<file path="src/hdl/lsp_pkg.sv">
// Shared types, constants and pattern tables for the line sensor PID block.
`default_nettype none
package lsp_pkg;

  localparam int SENSOR_W = 8;
  localparam int ERR_W    = 14;
  localparam int GAIN_W   = 16;
  localparam int DRIVE_W  = 24;
  localparam int CFG_IDX_W = 2;

  localparam int DIVD_W   = 16;
  localparam int DIVS_W   = 4;
  localparam int DIV_BITS = 2;
  localparam int DIV_STEPS = DIVD_W / DIV_BITS;

  localparam logic signed [DRIVE_W-1:0] DRIVE_MAX = 24'sh7FFFFF;
  localparam logic signed [DRIVE_W-1:0] DRIVE_MIN = -24'sh800000;
  localparam logic signed [ERR_W-1:0] ERR_LIMIT = 14'sd7680;

  typedef logic [CFG_IDX_W-1:0] cfg_idx_t;
  localparam cfg_idx_t REG_P_GAIN = 2'd0;
  localparam cfg_idx_t REG_I_GAIN = 2'd1;
  localparam cfg_idx_t REG_D_GAIN = 2'd2;

  typedef struct packed {
    logic start;
  } div_ctl_t;

  typedef struct packed {
    logic busy;
    logic done;
  } div_sts_t;

  typedef struct packed {
    logic                    hit;
    logic signed [ERR_W-1:0] value;
  } table_hit_t;

  function automatic table_hit_t fixed_lookup(input logic [SENSOR_W-1:0] bits);
    table_hit_t r;
    r.hit = 1'b1;
    case (bits)
      8'h18, 8'h3C: r.value = 14'sd0;
      8'h08, 8'h0C, 8'h1E: r.value = 14'sd1920;
      8'h20, 8'h30, 8'h78: r.value = -14'sd1920;
      8'h02, 8'h06: r.value = 14'sd3200;
      8'h40, 8'h60, 8'h0F, 8'hF0: r.value = -14'sd3200;
      8'h01: r.value = 14'sd6400;
      8'h80: r.value = -14'sd6400;
      8'h03: r.value = 14'sd5120;
      8'hC0: r.value = -14'sd5120;
      8'h1C: r.value = 14'sd1024;
      8'h38: r.value = -14'sd1024;
      8'h0E: r.value = 14'sd2560;
      8'h70: r.value = -14'sd2560;
      8'h07: r.value = 14'sd4096;
      8'hE0: r.value = -14'sd4096;
      default: begin
        r.hit   = 1'b0;
        r.value = 14'sd0;
      end
    endcase
    return r;
  endfunction

  // Weight per bit number, bit 7 is the leftmost sensor.
  function automatic logic signed [4:0] bit_weight(input logic [2:0] idx);
    logic signed [4:0] w;
    case (idx)
      3'd0: w = 5'sd6;
      3'd1: w = 5'sd4;
      3'd2: w = 5'sd2;
      3'd3: w = 5'sd1;
      3'd4: w = -5'sd1;
      3'd5: w = -5'sd2;
      3'd6: w = -5'sd4;
      3'd7: w = -5'sd6;
      default: w = 5'sd0;
    endcase
    return w;
  endfunction

endpackage
`default_nettype wire

</file>
<file path="src/hdl/lsp_in_if.sv">
// Sample input channel: one sensor pattern per transaction.
`default_nettype none
interface lsp_in_if;
  logic       valid;
  logic       ready;
  logic [7:0] sensor_bits;
  modport source (output valid, output sensor_bits, input ready);
  modport sink   (input valid, input sensor_bits, output ready);
endinterface
`default_nettype wire

</file>
<file path="src/hdl/lsp_out_if.sv">
// Result channel: line error, drive value and line-lost flag per transaction.
`default_nettype none
interface lsp_out_if;
  logic               valid;
  logic               ready;
  logic signed [13:0] line_error;
  logic signed [23:0] drive_value;
  logic               line_lost;
  modport source (output valid, output line_error, output drive_value, output line_lost,
                  input ready);
  modport sink   (input valid, input line_error, input drive_value, input line_lost,
                  output ready);
endinterface
`default_nettype wire

</file>
<file path="src/hdl/lsp_cfg_if.sv">
// Configuration write channel: register index and write data.
`default_nettype none
interface lsp_cfg_if;
  logic        valid;
  logic        ready;
  logic [1:0]  index;
  logic [15:0] data;
  modport source (output valid, output index, output data, input ready);
  modport sink   (input valid, input index, input data, output ready);
endinterface
`default_nettype wire

</file>
<file path="src/hdl/lsp_div.sv">
// Radix-4 restoring divider for the sensor centroid, two quotient bits per cycle.
`default_nettype none
module lsp_div (
  input  logic                       clk,
  input  logic                       rst,
  input  lsp_pkg::div_ctl_t          ctl,
  input  logic [lsp_pkg::DIVD_W-1:0] dividend,
  input  logic [lsp_pkg::DIVS_W-1:0] divisor,
  output logic [lsp_pkg::DIVD_W-1:0] quotient,
  output lsp_pkg::div_sts_t          sts
);
  import lsp_pkg::*;

  localparam int CNT_W = $clog2(DIV_STEPS);

  logic              busy;
  logic              done;
  logic [CNT_W-1:0]  cnt;
  logic [DIVD_W-1:0] quo;
  logic [DIVS_W-1:0] rem;
  logic [DIVS_W-1:0] dvs;
  logic [DIVD_W-1:0] quo_next;
  logic [DIVS_W-1:0] rem_next;
  logic [DIVS_W:0]   trial;

  always_comb begin
    quo_next = quo;
    rem_next = rem;
    trial    = '0;
    for (int s = 0; s < DIV_BITS; s++) begin
      trial    = {rem_next, quo_next[DIVD_W-1]};
      quo_next = {quo_next[DIVD_W-2:0], 1'b0};
      if (trial >= {1'b0, dvs}) begin
        trial       = trial - {1'b0, dvs};
        quo_next[0] = 1'b1;
      end
      rem_next = trial[DIVS_W-1:0];
    end
  end

  always_ff @(posedge clk) begin
    if (rst) begin
      busy <= 1'b0;
      done <= 1'b0;
      cnt  <= '0;
    end else begin
      done <= 1'b0;
      if (ctl.start) begin
        busy <= 1'b1;
        cnt  <= '0;
      end else if (busy) begin
        cnt <= cnt + 1'b1;
        if (cnt == CNT_W'(DIV_STEPS - 1)) begin
          busy <= 1'b0;
          done <= 1'b1;
        end
      end
    end
  end

  always_ff @(posedge clk) begin
    if (ctl.start) begin
      quo <= dividend;
      rem <= '0;
      dvs <= divisor;
    end else if (busy) begin
      quo <= quo_next;
      rem <= rem_next;
    end
  end

  assign quotient = quo;
  assign sts.busy = busy;
  assign sts.done = done;

  a_no_restart: assert property (@(posedge clk) disable iff (rst) ctl.start |-> !busy)
    else $error("divider restarted while busy");
  a_done_ends_busy: assert property (@(posedge clk) disable iff (rst)
    done |-> !busy && $past(busy))
    else $error("divider done without a running division");

endmodule
`default_nettype wire

</file>
<file path="src/hdl/line_sensor_pid.sv">
// Top level of the line sensor PID block.
// Each sensor transaction yields one result transaction. Listed patterns and the all-dark
// pattern go through S_MP, S_MI, S_MD and S_ACC to S_OUT, which registers the result once
// the output is free, then back to S_IDLE for the next sample; other patterns pass through
// the 8-iteration radix-4 divider (S_DIV) first. The three gain products share one 16-bit
// by window-sum-wide multiplier, one product per cycle. The input is not ready while a
// sample is in work; a finished result waits in the output register until taken.
// Gain writes are always ready; an index beyond the gain list is ignored.
`default_nettype none
module line_sensor_pid #(
  parameter int WINDOW_DEPTH = 5
) (
  input  logic clk,
  input  logic rst,
  lsp_cfg_if.sink   cfg,
  lsp_in_if.sink    sample,
  lsp_out_if.source result
);
  import lsp_pkg::*;

  localparam int WSUM_W = ERR_W + $clog2(WINDOW_DEPTH);
  localparam int MB_W   = (WSUM_W > ERR_W + 1) ? WSUM_W : ERR_W + 1;
  localparam int PROD_W = GAIN_W + MB_W;
  localparam int ACC_W  = PROD_W + 2;
  localparam int SH_W   = ACC_W - 8;

  typedef enum logic [2:0] {
    S_IDLE, S_DIV, S_MP, S_MI, S_MD, S_ACC, S_OUT
  } state_t;

  state_t state;

  logic signed [GAIN_W-1:0] p_gain;
  logic signed [GAIN_W-1:0] i_gain;
  logic signed [GAIN_W-1:0] d_gain;

  logic signed [ERR_W-1:0]  last_error;
  logic signed [ERR_W-1:0]  err_win [WINDOW_DEPTH];
  logic signed [WSUM_W-1:0] win_sum;
  logic signed [WSUM_W-1:0] win_sum_next;

  logic signed [ERR_W-1:0]  err;
  logic                     lost;
  logic                     neg;
  logic signed [ERR_W:0]    diff;

  logic signed [GAIN_W-1:0] mul_a;
  logic signed [MB_W-1:0]   mul_b;
  logic signed [PROD_W-1:0] prod;
  logic signed [ACC_W-1:0]  acc;
  logic signed [SH_W-1:0]   acc_sh;
  logic signed [DRIVE_W-1:0] drive_sat;

  table_hit_t               hit;
  logic signed [4:0]        wsum;
  logic [3:0]               count;
  logic signed [DIVD_W-1:0] num;
  logic [DIVD_W-1:0]        num_mag;
  logic [DIVD_W-1:0]        quotient;
  logic signed [ERR_W-1:0]  quo_err;
  div_ctl_t                 div_ctl;
  div_sts_t                 div_sts;
  logic                     take;
  logic                     out_free;

  assign cfg.ready    = 1'b1;
  assign sample.ready = (state == S_IDLE);
  assign take         = sample.valid && sample.ready;
  assign out_free     = !result.valid || result.ready;

  // Centroid numerator: 5 * 256 * weighted sum.
  always_comb begin
    hit   = fixed_lookup(sample.sensor_bits);
    wsum  = '0;
    count = '0;
    for (int b = 0; b < SENSOR_W; b++) begin
      if (sample.sensor_bits[b]) begin
        wsum  = wsum + bit_weight(3'(b));
        count = count + 4'd1;
      end
    end
    num     = (DIVD_W'(wsum) <<< 10) + (DIVD_W'(wsum) <<< 8);
    num_mag = num[DIVD_W-1] ? DIVD_W'(-num) : DIVD_W'(num);
  end

  assign div_ctl.start = take && (sample.sensor_bits != '0) && !hit.hit;

  lsp_div u_div (
    .clk      (clk),
    .rst      (rst),
    .ctl      (div_ctl),
    .dividend (num_mag),
    .divisor  (count),
    .quotient (quotient),
    .sts      (div_sts)
  );

  assign quo_err      = ERR_W'(quotient);
  assign win_sum_next = win_sum - WSUM_W'(err_win[0]) + WSUM_W'(err);
  assign diff         = (ERR_W + 1)'(err) - (ERR_W + 1)'(last_error);

  always_comb begin
    case (state)
      S_MP: begin
        mul_a = p_gain;
        mul_b = MB_W'(err);
      end
      S_MI: begin
        mul_a = i_gain;
        mul_b = MB_W'(win_sum_next);
      end
      default: begin
        mul_a = d_gain;
        mul_b = MB_W'(diff);
      end
    endcase
  end

  always_comb begin
    acc_sh = SH_W'(acc >>> 8);
    if (acc_sh > SH_W'(DRIVE_MAX)) begin
      drive_sat = DRIVE_MAX;
    end else if (acc_sh < SH_W'(DRIVE_MIN)) begin
      drive_sat = DRIVE_MIN;
    end else begin
      drive_sat = DRIVE_W'(acc_sh);
    end
  end

  always_ff @(posedge clk) begin
    if (rst) begin
      p_gain <= '0;
      i_gain <= '0;
      d_gain <= '0;
    end else if (cfg.valid && cfg.ready) begin
      case (cfg.index)
        REG_P_GAIN: p_gain <= cfg.data;
        REG_I_GAIN: i_gain <= cfg.data;
        REG_D_GAIN: d_gain <= cfg.data;
        default: ;
      endcase
    end
  end

  always_ff @(posedge clk) begin
    if (rst) begin
      state        <= S_IDLE;
      result.valid <= 1'b0;
      last_error   <= '0;
      win_sum      <= '0;
      for (int k = 0; k < WINDOW_DEPTH; k++) begin
        err_win[k] <= '0;
      end
    end else begin
      if (result.valid && result.ready && state != S_OUT) begin
        result.valid <= 1'b0;
      end
      case (state)
        S_IDLE: begin
          if (take) begin
            lost <= (sample.sensor_bits == '0);
            neg  <= num[DIVD_W-1];
            if (sample.sensor_bits == '0) begin
              err   <= last_error;
              state <= S_MP;
            end else if (hit.hit) begin
              err   <= hit.value;
              state <= S_MP;
            end else begin
              state <= S_DIV;
            end
          end
        end
        S_DIV: begin
          if (div_sts.done) begin
            err   <= neg ? -quo_err : quo_err;
            state <= S_MP;
          end
        end
        S_MP: begin
          prod  <= mul_a * mul_b;
          state <= S_MI;
        end
        S_MI: begin
          prod  <= mul_a * mul_b;
          acc   <= ACC_W'(prod);
          state <= S_MD;
        end
        S_MD: begin
          prod  <= mul_a * mul_b;
          acc   <= acc + ACC_W'(prod);
          state <= S_ACC;
        end
        S_ACC: begin
          acc   <= acc + ACC_W'(prod);
          state <= S_OUT;
        end
        S_OUT: begin
          if (out_free) begin
            result.valid       <= 1'b1;
            result.line_error  <= err;
            result.drive_value <= drive_sat;
            result.line_lost   <= lost;
            last_error         <= err;
            win_sum            <= win_sum_next;
            for (int k = 0; k < WINDOW_DEPTH - 1; k++) begin
              err_win[k] <= err_win[k + 1];
            end
            err_win[WINDOW_DEPTH - 1] <= err;
            state <= S_IDLE;
          end
        end
        default: state <= S_IDLE;
      endcase
    end
  end

  a_lost_holds: assert property (@(posedge clk) disable iff (rst)
    result.valid && result.line_lost |-> result.line_error == last_error)
    else $error("held error differs from last error");
  a_err_range: assert property (@(posedge clk) disable iff (rst)
    result.valid |-> result.line_error <= ERR_LIMIT && result.line_error >= -ERR_LIMIT)
    else $error("line error out of range");
  a_div_in_state: assert property (@(posedge clk) disable iff (rst)
    div_sts.busy || div_sts.done |-> state == S_DIV)
    else $error("divider running outside its state");
  a_one_at_a_time: assert property (@(posedge clk) disable iff (rst)
    take |=> !sample.ready)
    else $error("second sample taken while one is in work");

endmodule
`default_nettype wire
</file>
<file path="src/flat_wrapper.sv">
// flat-port wrapper written by rule: the top's interface ports become plain ports
module line_sensor_pid_flat import lsp_pkg::*;
#(
  parameter int WINDOW_DEPTH = 5
)
  (clk, rst, cfg_valid, cfg_index, cfg_data, cfg_ready, sample_valid, sample_sensor_bits, sample_ready, result_valid, result_line_error, result_drive_value, result_line_lost, result_ready);
  lsp_cfg_if cfg_i ();
  lsp_in_if sample_i ();
  lsp_out_if result_i ();
  input  logic clk;
  input  logic rst;
  input wire logic [$bits(cfg_i.valid)-1:0] cfg_valid;
  input wire logic [$bits(cfg_i.index)-1:0] cfg_index;
  input wire logic [$bits(cfg_i.data)-1:0] cfg_data;
  output wire logic [$bits(cfg_i.ready)-1:0] cfg_ready;
  input wire logic [$bits(sample_i.valid)-1:0] sample_valid;
  input wire logic [$bits(sample_i.sensor_bits)-1:0] sample_sensor_bits;
  output wire logic [$bits(sample_i.ready)-1:0] sample_ready;
  output wire logic [$bits(result_i.valid)-1:0] result_valid;
  output wire logic [$bits(result_i.line_error)-1:0] result_line_error;
  output wire logic [$bits(result_i.drive_value)-1:0] result_drive_value;
  output wire logic [$bits(result_i.line_lost)-1:0] result_line_lost;
  input wire logic [$bits(result_i.ready)-1:0] result_ready;
  assign cfg_i.valid = cfg_valid;
  assign cfg_i.index = cfg_index;
  assign cfg_i.data = cfg_data;
  assign cfg_ready = cfg_i.ready;
  assign sample_i.valid = sample_valid;
  assign sample_i.sensor_bits = sample_sensor_bits;
  assign sample_ready = sample_i.ready;
  assign result_valid = result_i.valid;
  assign result_line_error = result_i.line_error;
  assign result_drive_value = result_i.drive_value;
  assign result_line_lost = result_i.line_lost;
  assign result_i.ready = result_ready;
  line_sensor_pid #(.WINDOW_DEPTH(WINDOW_DEPTH)) u_core (.clk(clk), .rst(rst), .cfg(cfg_i), .sample(sample_i), .result(result_i));
endmodule
</file>
<file path="config.mk">
export PLATFORM = sky130hd
export DESIGN_NAME = line_sensor_pid_flat
export DESIGN_NICKNAME = d
export VERILOG_FILES = /design/src/hdl/lsp_pkg.sv /design/src/hdl/lsp_in_if.sv /design/src/hdl/lsp_out_if.sv /design/src/hdl/lsp_cfg_if.sv /design/src/hdl/lsp_div.sv /design/src/hdl/line_sensor_pid.sv /design/src/flat_wrapper.sv
export SDC_FILE = /design/constraint.sdc
export NUM_CORES = 1
export LEC_CHECK = 0
export ABC_AREA = 1
export BUFFER_PORTS_ARGS = -buffer_cell sky130_fd_sc_hd__buf_2
export CORE_UTILIZATION = 54
export CTS_CLUSTER_DIAMETER = 50
export DETAILED_ROUTE_END_ITERATION = 10
export PLACE_DENSITY_LB_ADDON = 0.3
export RECOVER_POWER = 50
export SETUP_SLACK_MARGIN = 0.05
export SLEW_MARGIN = 20
export SYNTH_ARGS = -nofsm -noshare
export SYNTH_HDL_FRONTEND = slang
export SYNTH_SLANG_ARGS = --single-unit
</file>
<file path="constraint.sdc">
create_clock -name clk -period 8.95 [get_ports clk]
set_input_delay 1.79 -clock clk [delete_from_list [all_inputs] [get_ports clk]]
set_output_delay 1.79 -clock clk [all_outputs]
set_load 0.1 [all_outputs]
</file>
---- Word level (Yosys, flattened, before mapping) ----
Memories as Yosys holds them, arrays and structs flattened.
Index checks and enable logic that the tools add are counted.
operators by class
  $add $sub $neg .......................... 24
  multipliers ............................. 1
  $lt $le $gt $ge ......................... 4
  eq/ne operators ......................... 38
  muxes and demuxes ....................... 66
  bitwise gates (word level) .............. 7
  reduce and logical (&&, ||, !) cells .... 34
operator list
  kind                    number
  $pmux W14 S14           1
  $mux W14                10
  $mux W5                 14
  $pmux W35 S2            1
  $mux W16                3
  $mux W4                 9
  $add A35 B33 Y35        1
  $pmux W17 S2            1
  $mul A16 B17 Y33        1
  $eq A8 B4 Y1 const B    4
  $eq A8 B6 Y1 const B    4
  $eq A8 B7 Y1 const B    4
  $eq A8 B8 Y1 const B    4
  $pmux W16 S2            1
  $add A5 B5 Y5           6
  $pmux W14 S2            1
  $gt A27 B24 Y1 const B  1
  $lt A27 B24 Y1 const B  1
  $add A4 B1 Y4 const B   6
  $eq A8 B5 Y1 const B    3
  $mux W24                1
  $reduce_or A24 Y1       1
  $pmux W3 S7             1
  $add A17 B14 Y17        1
  other kinds (40)        94
word-level totals
  bits in registers ....................... 235
  bits in writable memories ............... 70
  input bits .............................. 31
  output and inout port bits .............. 42
  logic and storage cells ................. 196
  memories ................................ 1
memories
  memory          depth  width  read ports  clocked after Yosys merged registers in  wr ports  line                   text
  u_core.err_win  5      14     5           0                                        5         line_sensor_pid.sv:38  logic signed [ERR_W-1:0] err_win [WINDOW_DEPTH];

---- Depth between registers and ports, before layout ----
  word-level depth ........................ 19
  mapped depth ............................ 40
  depth with buffers taken out ............ 40

---- Hierarchy ----
From an unflattened synthesis, not the netlist that was laid out.
second synthesis, totals
  cell total of the unflattened synthesis .. 3568
  area, all modules ....................... 29149.2 um^2
modules (own cells, without submodules)
  module           instances  cells each  area an instance (um^2)  seq. area each (um^2)
  line_sensor_pid  1          3384        27518.9                  7457.2
  lsp_div          1          184         1630.3                   780.7

---- Worst setup path before layout ----
No wires, ideal clock.
  path type ............................... reg2reg
  start point ............................. register u_core.err[1]
  end point ............................... register u_core.prod[32] (data pin)
  library setup time ...................... 0.260 ns
  arrival ................................. 7.541 ns
  required time ........................... 8.690 ns
  slack ................................... 1.148 ns
  stages on the path, launching flop included .. 32
  path buffers ............................ 0
  clock period less this slack ............ 7.802 ns
  cell sequence ........................... edfxtp_1 -> inv_1 -> fa_1 -> fa_1 -> o21ai_2 -> nand2_1 -> nand2_1 -> nand4_1 -> nand2_1 -> nand2_1 -> nand2_1 -> nand2_1 -> nand2_2 -> nand2_1 -> nor2_1 -> fa_1 -> fa_1 -> fa_1 -> inv_1 -> fa_1 -> inv_1 -> fa_1 -> inv_1 -> fa_1 -> inv_1 -> ha_1 -> inv_1 -> o21bai_1 -> a221oi_1 -> o21a_1 -> nand2_1 -> xor2_1
between the ends
  longest elaborated chain between the ends .. 3
  elaborated cells on any way between the ends .. 4
  those cells by class .................... 2 x add/sub; 1 x mul; 1 x mux
ends and longest elaborated chain
  item                                                  line                                                                    text
  from (decl)                                           line_sensor_pid.sv:42                                                   logic signed [ERR_W-1:0] err;
  from (signal assigned)                                line_sensor_pid.sv:164                                                  err <= last_error;
  from (signal assigned)                                line_sensor_pid.sv:167                                                  err <= hit.value;
  from (signal assigned)                                line_sensor_pid.sv:176                                                  err <= neg ? -quo_err : quo_err;
  $add A17 B14 Y17 or $sub A14 B14 Y15 (tied branches)  line_sensor_pid.sv:99, line_sensor_pid.sv:100
  $pmux W17 S2 *                                        line_sensor_pid.sv:103                                                  case (state)
  $mul A16 B17 Y33 *                                    line_sensor_pid.sv:181, line_sensor_pid.sv:185, line_sensor_pid.sv:190
  to (signal assigned)                                  line_sensor_pid.sv:181                                                  prod <= mul_a * mul_b;
  to (signal assigned)                                  line_sensor_pid.sv:185                                                  prod <= mul_a * mul_b;
  to (signal assigned)                                  line_sensor_pid.sv:190                                                  prod <= mul_a * mul_b;
  to (decl)                                             line_sensor_pid.sv:49                                                   logic signed [PROD_W-1:0] prod;
Every way passes the cells marked *; elsewhere a longest branch is shown, timed or not.
A chain may end at the register's enable or synchronous reset.

---- Worst setup path after layout ----
Same ends and word-level chain as after synthesis.

==> impl_metrics.json <==
{
  "multi_input_area_um2": 17300,
  "drtAntennaViolNets": 0,
  "critPathLaunch": "u_core.err[1]$_DFFE_PP_",
  "drive_gt1_share_pct": 7.78,
  "relSlewSlack_pct": -97.6,
  "yosys_most_used_dff": "edfxtp_1",
  "rsz0062_at_grt": "no",
  "mostFrequentLayoutCell": "inv_1",
  "hp-start": "u_core.lost$_DFFE_PP_",
  "ctsLongestPathBuffers": 3,
  "crit_family": "adder cells",
  "syn_area_um2": 28800,
  "n_antenna_cell": 0,
  "rows": 84,
  "r2r_start": "u_core.err[1]$_DFFE_PP_",
  "skew_ns": 0.0338,
  "fin_nets": 4021,
  "cts_tree": "yes",
  "synth_area_leaders": "edfxtp_1 (22%), fa_1 (21%), inv_1 (9.3%), ha_1 (7.8%), nand2_1 (7.6%)",
  "fp.coreArea_um2": 52600,
  "postCtsHoldBufs": 0,
  "synth_sequential_area_ratio_pct": 28.6,
  "root_buffer": "clkbuf_16",
  "worstSetupEndpointType": "flop",
  "hp-class": "reg2reg",
  "finalSetupViolCount": 0,
  "violations": "max-capacitance violations, max-slew violations",
  "drt_iter0_markers": 1956,
  "antenna_found_initial": 1,
  "die_area_um2": 54200,
  "crit_required_ns": 9.25,
  "grt_pass1_wl_mm": 115,
  "track_usage_pct": 27.1,
  "tns_ns": 0,
  "drv_cap": 7,
  "worst_setup_path_start_kind": "flop",
  "layout.cells.most_common_list": "inv_1 (711), nand2_1 (582), nor2_1 (435)",
  "synthCells": 3455,
  "die_height_um": 233,
  "route.vias.total": 22850,
  "globalplace.congestion": 0.998,
  "grt_max_degree": 85,
  "final_util_pct": 59.3,
  "ys_async_sr_fraction_pct": 0,
  "ys_warn_count": 0,
  "drc": 0,
  "criticalPathCategory": "reg2reg",
  "cts_made_buffers": 41,
  "dr.pass1.iters": 6,
  "crit_fanout": 9,
  "critPathBufInv": 3,
  "cts.repair.resized": 0,
  "cts_setup_buffers": 0,
  "hold_violations": 0,
  "port_buffers": 71,
  "slew_viol_final": 277,
  "via_per_inst": 5.40,
  "max_freq_ghz": 0.119,
  "cp.arrival_ns": 8.67,
  "seqCellArea_um2": 8240,
  "htree_levels": 2,
  "cts_num_sinks": 305,
  "die_width_um": 233,
  "clkLatencyLatePin_ns": 0.59,
  "status": "finished, violations left",
  "ys_ff_latch": 305,
  "drt_wl_total_mm": 71.0,
  "syn_nets": 3963,
  "overflow": 0,
  "yosysTopAreaCellShare_pct": 22.2,
  "period_needed_ns": 8.37,
  "wl_per_cell_um": 16.8,
  "nFillCells": 4754,
  "first_global_vias": 22383,
  "ys_types": 57,
  "tightest_slew_ns": 2.96,
  "synth_edf_count": 213,
  "crit_slowest_cell": "fa_2",
  "yosys.area.top_type": "edfxtp_1",
  "hpwl_mm": 56.6,
  "path_clk_slew_ns": 0.06,
  "finalCritPeriodShare_pct": 93.5,
  "cpPeakStageDelay_ns": 0.80,
  "start_util_pct": 54.7,
  "avgSynthCellArea_um2": 8.33,
  "syn2layout_area_growth_pct": 8.24,
  "io_pins": 73
}
[cell families (layout without fill, tap and decap cells)]
kind of cell	count (synthesis)	after routing	share of synthesized area (%)
AND/OR/NAND/NOR	1312	1312	19.5
buffers and inverters	816	907	11.3
adder cells (fa/ha/maj)	477	477	28.5
AO/OA/AOI/OAI	445	445	9.02
flip-flops	305	305	28.6
XOR/XNOR	99	99	3.04
other	1	1	0.0130
[final cells by class]
type	count	area share (%)
multi-input cells	2334	55.6
flip-flops and latches	305	26.5
repair buffers	102	1.77
inverters	729	8.83
well taps	688	2.76
clock buffers	51	3.59
clock inverters	25	0.960
[worst paths after layout]
kind | slack (ns) | endpoint | cells past startpoint
worst max-delay path | 0.58 | u_core.prod[32]$_DFFE_PP_ | 29
worst max register to register | 0.58 | u_core.prod[32]$_DFFE_PP_ | 29
worst min register to register | 0.44 | u_core.result.line_lost$_DFFE_PP_ | 0
worst min-delay path | 0.44 | u_core.result.line_lost$_DFFE_PP_ | 0
[synthesized netlist by cell type, types with 4 or more instances]
master    instances
ha_1            179
o21ai_2          11
dfxtp_1          92
clkbuf_1         38
nor2_4            4
nand4_1          43
o21ai_1           8
buf_2            26
o22ai_1          25
nand2_1         583
o21bai_1         13
o211ai_1          7
buf_6            16
nor4_1            4
nand3_1         132
xnor2_1          37
o21a_1           22
inv_4             5
nand2_2          23
o21ai_0         140
buf_4             7
nor2_1          439
nor3_2            5
fa_1            298
a21oi_1         148
nand3b_1          6
a21o_1           18
nor3_1           28
nor2_2            7
a31oi_1          28
or2_2            14
or2_1             5
inv_2            10
o31ai_1           5
edfxtp_1        213
nand3_2          11
inv_1           710
xor2_1           61
[metal layers]
metal	wire length, µm	global-route usage (%)	vias to the layer above
li1	-	-	10992
met1	30800	36.9	10812
met2	32000	43.3	858
met3	5380	4.66	186
met4	2720	9.87	2
met5	12	0	-
[registers in the layout, summed over array words and instances, names as in the netlist]
| signal | cells |
|---|---|
| u_core.last_error | 14 |
| u_core.lost | 1 |
| u_core.win_sum | 17 |
| u_core.result.valid | 1 |
| u_core.u_div.dvs | 4 |
| u_core.err_win | 70 |
| u_core.u_div.cnt | 3 |
| u_core.p_gain | 16 |
| u_core.result.line_error | 14 |
| u_core.acc | 35 |
| u_core.u_div.rem | 4 |
| u_core.result.drive_value | 24 |
| u_core.i_gain | 16 |
| u_core.err | 14 |
| u_core.d_gain | 16 |
| u_core.state | 3 |
| u_core.neg | 1 |
| u_core.u_div.quotient | 16 |
| u_core.prod | 33 |
| u_core.result.line_lost | 1 |
| u_core.u_div.busy | 1 |
| u_core.u_div.done | 1 |
[metrics by stage]
step / hold WS, ns / area [µm²] / instances / setup WS [ns]
after floorplan: 0.400 / 28800 / 3455 / 1.15
after global placement: 0.431 / 29700 / 4157 / 0.477
after detailed placement: 0.429 / 29700 / 4157 / 0.275
after CTS: 0.443 / 31200 / 4233 / 0.260
after global routing: 0.447 / 31100 / 4234 / 0.0367
final: 0.441 / 31100 / 4234 / 0.581
Power is not shown: default switching activity piles up to over one toggle a cycle in this logic, so the estimate is an artifact.
